$ cat config.mk
export PLATFORM = sky130hd
export DESIGN_NAME = ndd_ctrl
export DESIGN_NICKNAME = d
export VERILOG_FILES = /design/src/rtl/ndd_pkg.sv /design/src/rtl/ndd_ctrl.sv
export SDC_FILE = /design/constraint.sdc
export NUM_CORES = 1
export LEC_CHECK = 0
export BUFFER_PORTS_ARGS = -buffer_cell sky130_fd_sc_hd__buf_4
export CAP_MARGIN = 20
export CORE_MARGIN = 2
export CORE_UTILIZATION = 42
export CTS_BUF_LIST = sky130_fd_sc_hd__clkbuf_4
export DETAILED_ROUTE_END_ITERATION = 16
export GPL_ROUTABILITY_DRIVEN = 0
export PLACE_DENSITY = 0.64
export SLEW_MARGIN = 20
export SYNTH_ARGS = -nofsm -noshare
export SYNTH_HDL_FRONTEND = slang
export SYNTH_SLANG_ARGS = --single-unit
$ cat constraint.sdc
create_clock -name clk -period 2.5 [get_ports clk]
set_input_delay 0.125 -clock clk [delete_from_list [all_inputs] [get_ports clk]]
set_output_delay 0.125 -clock clk [all_outputs]
set_load 0.1 [all_outputs]
$ cat src/rtl/ndd_pkg.sv
`timescale 1ns / 1ps
// Shared types, status codes and default sizes for the Newton divided-difference interpolator.
// Depends on nothing; ndd_dp, ndd_ctrl and the top level refer to it by scoped names.
package ndd_pkg;

    localparam int DATA_W          = 32;
    localparam int MAX_POINTS_DEF  = 16;
    localparam int FRAC_BITS_DEF   = 16;

    typedef logic [2:0] status_t;

    localparam status_t ST_OK       = 3'd0;
    localparam status_t ST_DUP_NODE = 3'd1;
    localparam status_t ST_NO_POINTS = 3'd2;
    localparam status_t ST_OVERFLOW = 3'd3;
    localparam status_t ST_SATURATED = 3'd4;

    typedef struct packed {
        logic                       mode;
        logic signed [DATA_W-1:0]   sample_x;
        logic signed [DATA_W-1:0]   sample_y;
        logic                       last_point;
        logic signed [DATA_W-1:0]   query_x;
    } request_t;

    typedef struct packed {
        logic signed [DATA_W-1:0]   value;
        status_t                    status;
    } result_t;

    // Commands from the controller to the datapath.
    typedef struct packed {
        logic ld_we;      // store a sample point
        logic cf_we;      // write back a divided difference
        logic ev_init;    // start an evaluation
        logic mul_en;     // load the product register
        logic mul_sel;    // 0: coef times prod, 1: prod times difference
        logic d_en;       // load the saturated difference
        logic acc_en;     // add the current term
        logic prod_en;    // load the running product
        logic div_start;  // launch a division
        logic res_load;   // capture the result value
        logic res_zero;   // result value is zero
        logic sat_clr;    // clear the sticky saturation flag
    } cmd_t;

    // Status from the datapath to the controller.
    typedef struct packed {
        logic den_zero;
        logic div_done;
        logic sat;
    } dp_status_t;

endpackage

$ cat src/rtl/ndd_ctrl.sv
`timescale 1ns / 1ps
// Controller: point bookkeeping, coefficient build and evaluation sequencing.
// Depends on ndd_pkg; drives ndd_dp through command and status structs.
module ndd_ctrl #(
    parameter int MAX_POINTS = ndd_pkg::MAX_POINTS_DEF,
    localparam int AW        = $clog2(MAX_POINTS),
    localparam int CW        = $clog2(MAX_POINTS + 1)
) (
    input  logic                clk,
    input  logic                rst_n,
    input  logic                start,
    input  logic                mode,
    input  logic                last_point,
    input  ndd_pkg::dp_status_t sts,
    output logic                busy,
    output logic                done,
    output ndd_pkg::status_t    status,
    output ndd_pkg::cmd_t       cmd,
    output logic [AW-1:0]       wr_addr,
    output logic [AW-1:0]       rd_a,
    output logic [AW-1:0]       rd_xb,
    output logic [AW-1:0]       rd_cb
);

    typedef enum logic [3:0] {
        S_IDLE, S_BINIT, S_BRD, S_BCHK, S_BDIV, S_BWR,
        S_ERD, S_EM1, S_EACC, S_EM2, S_EPROD
    } state_t;

    state_t           state_reg;
    logic [CW-1:0]    cnt_reg, i_reg, j_reg;
    logic             closed_reg, ovf_reg, dup_reg;
    logic             done_reg;
    ndd_pkg::status_t status_reg;

    logic [CW-1:0]    eff_cnt, i_m_j, i_m_1;
    logic             room, accept, no_set;
    ndd_pkg::status_t build_st, eval_st;

    always_comb
    begin
        accept   = start && (state_reg == S_IDLE);
        eff_cnt  = closed_reg ? '0 : cnt_reg;
        room     = eff_cnt < CW'(MAX_POINTS);
        no_set   = !closed_reg || (cnt_reg == '0);
        i_m_j    = i_reg - j_reg;
        i_m_1    = i_reg - CW'(1);
        build_st = ovf_reg ? ndd_pkg::ST_OVERFLOW :
                   (sts.sat ? ndd_pkg::ST_SATURATED : ndd_pkg::ST_OK);
        eval_st  = sts.sat ? ndd_pkg::ST_SATURATED :
                   (ovf_reg ? ndd_pkg::ST_OVERFLOW : ndd_pkg::ST_OK);
        rd_a     = i_reg[AW-1:0];
        rd_xb    = i_m_j[AW-1:0];
        rd_cb    = i_m_1[AW-1:0];
        wr_addr  = (state_reg == S_IDLE) ? eff_cnt[AW-1:0] : i_reg[AW-1:0];

        cmd = '0;
        unique case (state_reg)
            S_IDLE:
            begin
                if (accept)
                begin
                    if (!mode)
                    begin
                        cmd.ld_we   = room;
                        cmd.sat_clr = last_point;
                    end
                    else if (no_set || dup_reg)
                    begin
                        cmd.res_load = 1'b1;
                        cmd.res_zero = 1'b1;
                    end
                    else
                    begin
                        cmd.ev_init = 1'b1;
                        cmd.sat_clr = 1'b1;
                    end
                end
            end
            S_BINIT:
            begin
                cmd.res_load = cnt_reg < CW'(2);
                cmd.res_zero = 1'b1;
            end
            S_BRD:
            begin
            end
            S_BCHK:
            begin
                cmd.div_start = !sts.den_zero;
                cmd.res_load  = sts.den_zero;
                cmd.res_zero  = 1'b1;
            end
            S_BDIV:
            begin
            end
            S_BWR:
            begin
                cmd.cf_we    = 1'b1;
                cmd.res_load = !(i_reg > j_reg) && !((j_reg + CW'(1)) < cnt_reg);
                cmd.res_zero = 1'b1;
            end
            S_ERD:
            begin
            end
            S_EM1:
            begin
                cmd.mul_en = 1'b1;
                // The difference is only formed when another term follows.
                cmd.d_en   = (i_reg + CW'(1)) < cnt_reg;
            end
            S_EACC:
            begin
                cmd.acc_en   = 1'b1;
                cmd.res_load = !((i_reg + CW'(1)) < cnt_reg);
            end
            S_EM2:
            begin
                cmd.mul_en  = 1'b1;
                cmd.mul_sel = 1'b1;
            end
            S_EPROD:
            begin
                cmd.prod_en = 1'b1;
            end
            default:
            begin
            end
        endcase
    end

    always_ff @(posedge clk or negedge rst_n)
    begin
        if (!rst_n)
        begin
            state_reg  <= S_IDLE;
            cnt_reg    <= '0;
            i_reg      <= '0;
            j_reg      <= '0;
            closed_reg <= 1'b0;
            ovf_reg    <= 1'b0;
            dup_reg    <= 1'b0;
            done_reg   <= 1'b0;
            status_reg <= ndd_pkg::ST_OK;
        end
        else
        begin
            done_reg <= 1'b0;
            unique case (state_reg)
                S_IDLE:
                begin
                    if (accept)
                    begin
                        if (!mode)
                        begin
                            // A load into a closed set opens a new one.
                            if (closed_reg)
                            begin
                                dup_reg <= 1'b0;
                            end
                            if (room)
                            begin
                                cnt_reg <= eff_cnt + CW'(1);
                                ovf_reg <= closed_reg ? 1'b0 : ovf_reg;
                            end
                            else
                            begin
                                cnt_reg <= eff_cnt;
                                ovf_reg <= 1'b1;
                            end
                            closed_reg <= last_point;
                            if (last_point)
                            begin
                                state_reg <= S_BINIT;
                            end
                        end
                        else if (no_set)
                        begin
                            done_reg   <= 1'b1;
                            status_reg <= ndd_pkg::ST_NO_POINTS;
                        end
                        else if (dup_reg)
                        begin
                            done_reg   <= 1'b1;
                            status_reg <= ndd_pkg::ST_DUP_NODE;
                        end
                        else
                        begin
                            i_reg     <= '0;
                            state_reg <= S_ERD;
                        end
                    end
                end
                S_BINIT:
                begin
                    if (cnt_reg < CW'(2))
                    begin
                        done_reg   <= 1'b1;
                        status_reg <= build_st;
                        state_reg  <= S_IDLE;
                    end
                    else
                    begin
                        j_reg     <= CW'(1);
                        i_reg     <= cnt_reg - CW'(1);
                        state_reg <= S_BRD;
                    end
                end
                S_BRD:
                begin
                    state_reg <= S_BCHK;
                end
                S_BCHK:
                begin
                    if (sts.den_zero)
                    begin
                        dup_reg    <= 1'b1;
                        done_reg   <= 1'b1;
                        status_reg <= ndd_pkg::ST_DUP_NODE;
                        state_reg  <= S_IDLE;
                    end
                    else
                    begin
                        state_reg <= S_BDIV;
                    end
                end
                S_BDIV:
                begin
                    if (sts.div_done)
                    begin
                        state_reg <= S_BWR;
                    end
                end
                S_BWR:
                begin
                    if (i_reg > j_reg)
                    begin
                        i_reg     <= i_m_1;
                        state_reg <= S_BRD;
                    end
                    else if ((j_reg + CW'(1)) < cnt_reg)
                    begin
                        j_reg     <= j_reg + CW'(1);
                        i_reg     <= cnt_reg - CW'(1);
                        state_reg <= S_BRD;
                    end
                    else
                    begin
                        done_reg   <= 1'b1;
                        status_reg <= build_st;
                        state_reg  <= S_IDLE;
                    end
                end
                S_ERD:
                begin
                    state_reg <= S_EM1;
                end
                S_EM1:
                begin
                    state_reg <= S_EACC;
                end
                S_EACC:
                begin
                    if ((i_reg + CW'(1)) < cnt_reg)
                    begin
                        state_reg <= S_EM2;
                    end
                    else
                    begin
                        done_reg   <= 1'b1;
                        status_reg <= eval_st;
                        state_reg  <= S_IDLE;
                    end
                end
                S_EM2:
                begin
                    state_reg <= S_EPROD;
                end
                S_EPROD:
                begin
                    i_reg     <= i_reg + CW'(1);
                    state_reg <= S_ERD;
                end
                default:
                begin
                    state_reg <= S_IDLE;
                end
            endcase
        end
    end

    assign busy   = (state_reg != S_IDLE);
    assign done   = done_reg;
    assign status = status_reg;

endmodule

==> metrics.csv <==
stage,metric,value,unit
critical_path,Worst EP required,2380,ps
drt,via count,2197,
global_routing,first-pass GRT wire length,10200,microns
layout,fin nets,355,
min_path,Hold Crit Start,sts[2],
layout,fill cell count,492,
yosys,Avg Inst Size Synth,8.76,sq um
global_routing,GRT overflow,0,
drt,WL per Instance,15.8,microns
yosys,register area share after synthesis,28.8,%
clock_tree,CTS Sinks,26,
critical_path,Crit Path Category,reg -> out,
sta,hold slack,138,ps
sta,Tmin final,2620,ps
clock_tree,clock root buffer,clkbuf_4,
placed_design,number of port buffers,40,
sta,Setup Skew,3.65,ps
critical_path,crit path launch type,flip-flop,
critical_path,CP cell instances,"ha_1, and3_1, and3_1, a31oi_2, o31ai_4, nor3_4, clkinvlp_4, buf_12",
critical_path,Worst Path Arrival,2500,ps
layout,Layout area overhead,40.4,%
drt,total length of routed wires,6270,microns
sta,measured slew at the worst slew-check pin,445,ps
clock_tree,Clock Pin Slew Worst Setup and Hold Paths,150,ps
clock_tree,number of CTS-inserted buffers,3,
yosys,cell taking the most area after synthesis,dfrtp_1,
run,Max-Cap Viols,0,
sta,RSZ-0062 raised after global routing,yes,
yosys,Yosys reg bits,26,
clock_tree,clock insertion delay at the later pin of the skew report,340,ps
global_routing,initial antenna violation count,0,
global_routing,vias in the first global route,2051,
global_routing,GRT Util Overall,21.8,%
critical_path,CP max stage cell,dfrtp_1,
yosys,Synth async-reset ratio,100,%
floorplanning,# IOs,41,
min_path,Worst Hold Class,in -> reg,
critical_path,Reg-to-Reg End,i_reg[4],
critical_path,Critical Path Fanout Max,5,
yosys,Post-synth EDFFs,0,
floorplanning,die width,77.4,microns
sta,Final setup viols,7,
global_routing,maximum number of pins on one net before global-route repair,27,
clock_tree,TritonCTS clock tree,yes,
layout,ratio of cells with drive above 1 in the final layout,40.2,%
sta,final period utilization,105,%
yosys,Synth Instances,258,
sta,Slew headroom,70.3,%
critical_path,CP peak stage delay,510,ps
yosys,syn nets,286,
floorplanning,FP Rows,26,
clock_tree,H-tree levels,1,
critical_path,Critical path origin,i_reg[2],
yosys,Area contributors post-synth,"dfrtp_1 29%, ha_1 11%, xnor2_1 3.5%",
floorplanning,area of the die,5980,sq um
placed_design,DP HPWL,4790,microns
critical_path,Crit path top cell by count,and3_1,
critical_path,CP endpoint kind,output port,
floorplanning,Initial Utilization,44.0,%
drt,Remaining DRCs,0,
critical_path,R2R Setup Slk,-80,ps
drt,initial DRC count,199,
sta,Max Clock Freq,0.381,GHz
yosys,Synth warnings,0,
critical_path,reg2reg start,i_reg[2],
sta,"Hold Violations, Final",0,
outcome,outcome,"finished, violations left",
critical_path,CP Capture Point,cmd[2],
drt,via/cell ratio,5.55,
drt,Routed Antenna Nets,0,
layout,Inserted Diodes,0,
floorplanning,Die H,77.4,microns
sta,"Slew Viols, Final",0,
yosys,dominant synthesized flop cell,dfrtp_1,
floorplanning,Core Region,5140,sq um
sta,Setup WS post-layout,-124,ps
outcome,failing checks,negative setup slack,
drt,Initial DRT Pass Iterations,4,
critical_path,worst-case reg-to-reg path depth,9,
yosys,synth unique cells,57,
yosys,Post-Syn Area,2260,sq um
yosys,Synth top area share,28.8,%
clock_tree,CTS max path bufs,2,
logic make-up (layout without fill, tap and decap cells):
group / Yosys count / in the layout / share of synthesized area, %
simple gates: 87 / 87 / 20.9
compound gates: 68 / 68 / 22.3
buf+inv: 36 / 104 / 7.25
flops: 26 / 26 / 28.8
fa+ha+maj: 20 / 20 / 11.4
xor+xnor: 14 / 14 / 5.43
mux: 7 / 7 / 3.99
through the flow:
stage / instances / area [sq um] / util (%) / setup slack, ps / TNS [ps]
after floorplan: 258 / 2410 / - / -621 / -3750
final: 396 / 3170 / 61.7 / -124 / -469
after detailed placement: 374 / 2870 / 55.8 / 4.77 / 0
after CTS: 389 / 3060 / 59.6 / -212 / -212
after global routing: 396 / 3170 / 61.7 / -257 / -1470
after global placement: 374 / 2870 / 55.8 / 87.3 / 0
synth_stat cells, drive strengths merged (4+ instances only):
master   number
and3          4
nor3          8
o31ai         6
nand2        20
clkbuf        5
ha           19
o2bb2ai       5
buf          10
nand3        11
o21ai        11
a21oi        12
inv          21
nor2         17
dfrtp        26
xor2          5
xnor2         9
nor2b         5
a22o          5
mux2          7
nand2b       10
layout by cell type (no fill, tap or decap), types with 3 or more instances in the layout:
cell type	count
mux2_4	4
nor2_1	13
ha_1	16
o21ai_1	9
buf_12	4
nand3_1	10
dfrtp_1	23
dfrtp_2	3
buf_4	71
a21oi_1	10
clkbuf_4	4
nor2b_1	4
o2bb2ai_1	4
nand2_1	20
dlygate4sd3_1	3
xor2_2	3
inv_2	8
o211ai_1	3
nand2b_1	10
a22o_1	5
ha_4	3
xnor2_1	7
nor2_2	4
nor3_1	5
o221ai_1	3
and3_1	4
a21o_1	3
inv_1	11
o22ai_1	3
per-layer routing:
layer	share of wire [%]	vias up	track usage (%)	wire, microns
li1	-	1062	-	-
met1	49	1056	32.7	3040
met2	44	71	31.8	2750
met3	6.2	8	4.07	390
met4	1.4	0	6.61	89
met5	0	-	0	0
critical path, delay by kind of cell, from the launching register on:
family / cells / cell delay, ps
buffers and inverters: 2 / 330
DFF: 1 / 510
and+or+nand+nor: 3 / 580
AOI/OAI and AO/OA: 2 / 390
adders and majority gates: 1 / 340
timing repair:
action | 4_1_cts | 5_1_grt
setup buffers | 8 | 7
hold endpoints to repair | 28 | 0
gates resized for setup | 16 | 12
hold buffers | 3 | 0
endpoints found under the setup margin | 4 | 19
pin swaps | 6 | 14
layout make-up:
type | count | area (sq um) | share of cell area [%]
Multi-Input combinational cell | 196 | 1660 | 52.3
Sequential cell | 26 | 654 | 20.6
Timing Repair Buffer | 79 | 654 | 20.6
Tap cell | 70 | 87.6 | 2.76
Inverter | 21 | 86.3 | 2.72
Clock buffer | 4 | 30.0 | 0.946
how the worst min path moves through the flow:
stage	end	slack [ps]	depth (start not counted)
CTS	dup_reg	120	3
global route	dup_reg	140	3
finish	dup_reg	140	3
global placement	state_reg[0]	60	1
floorplan	closed_reg	-170	0
detailed placement	state_reg[0]	60	1
Power is left out: the tool's default activity adds up to more than one toggle a clock period on the data nets, which glitch-free logic cannot reach.
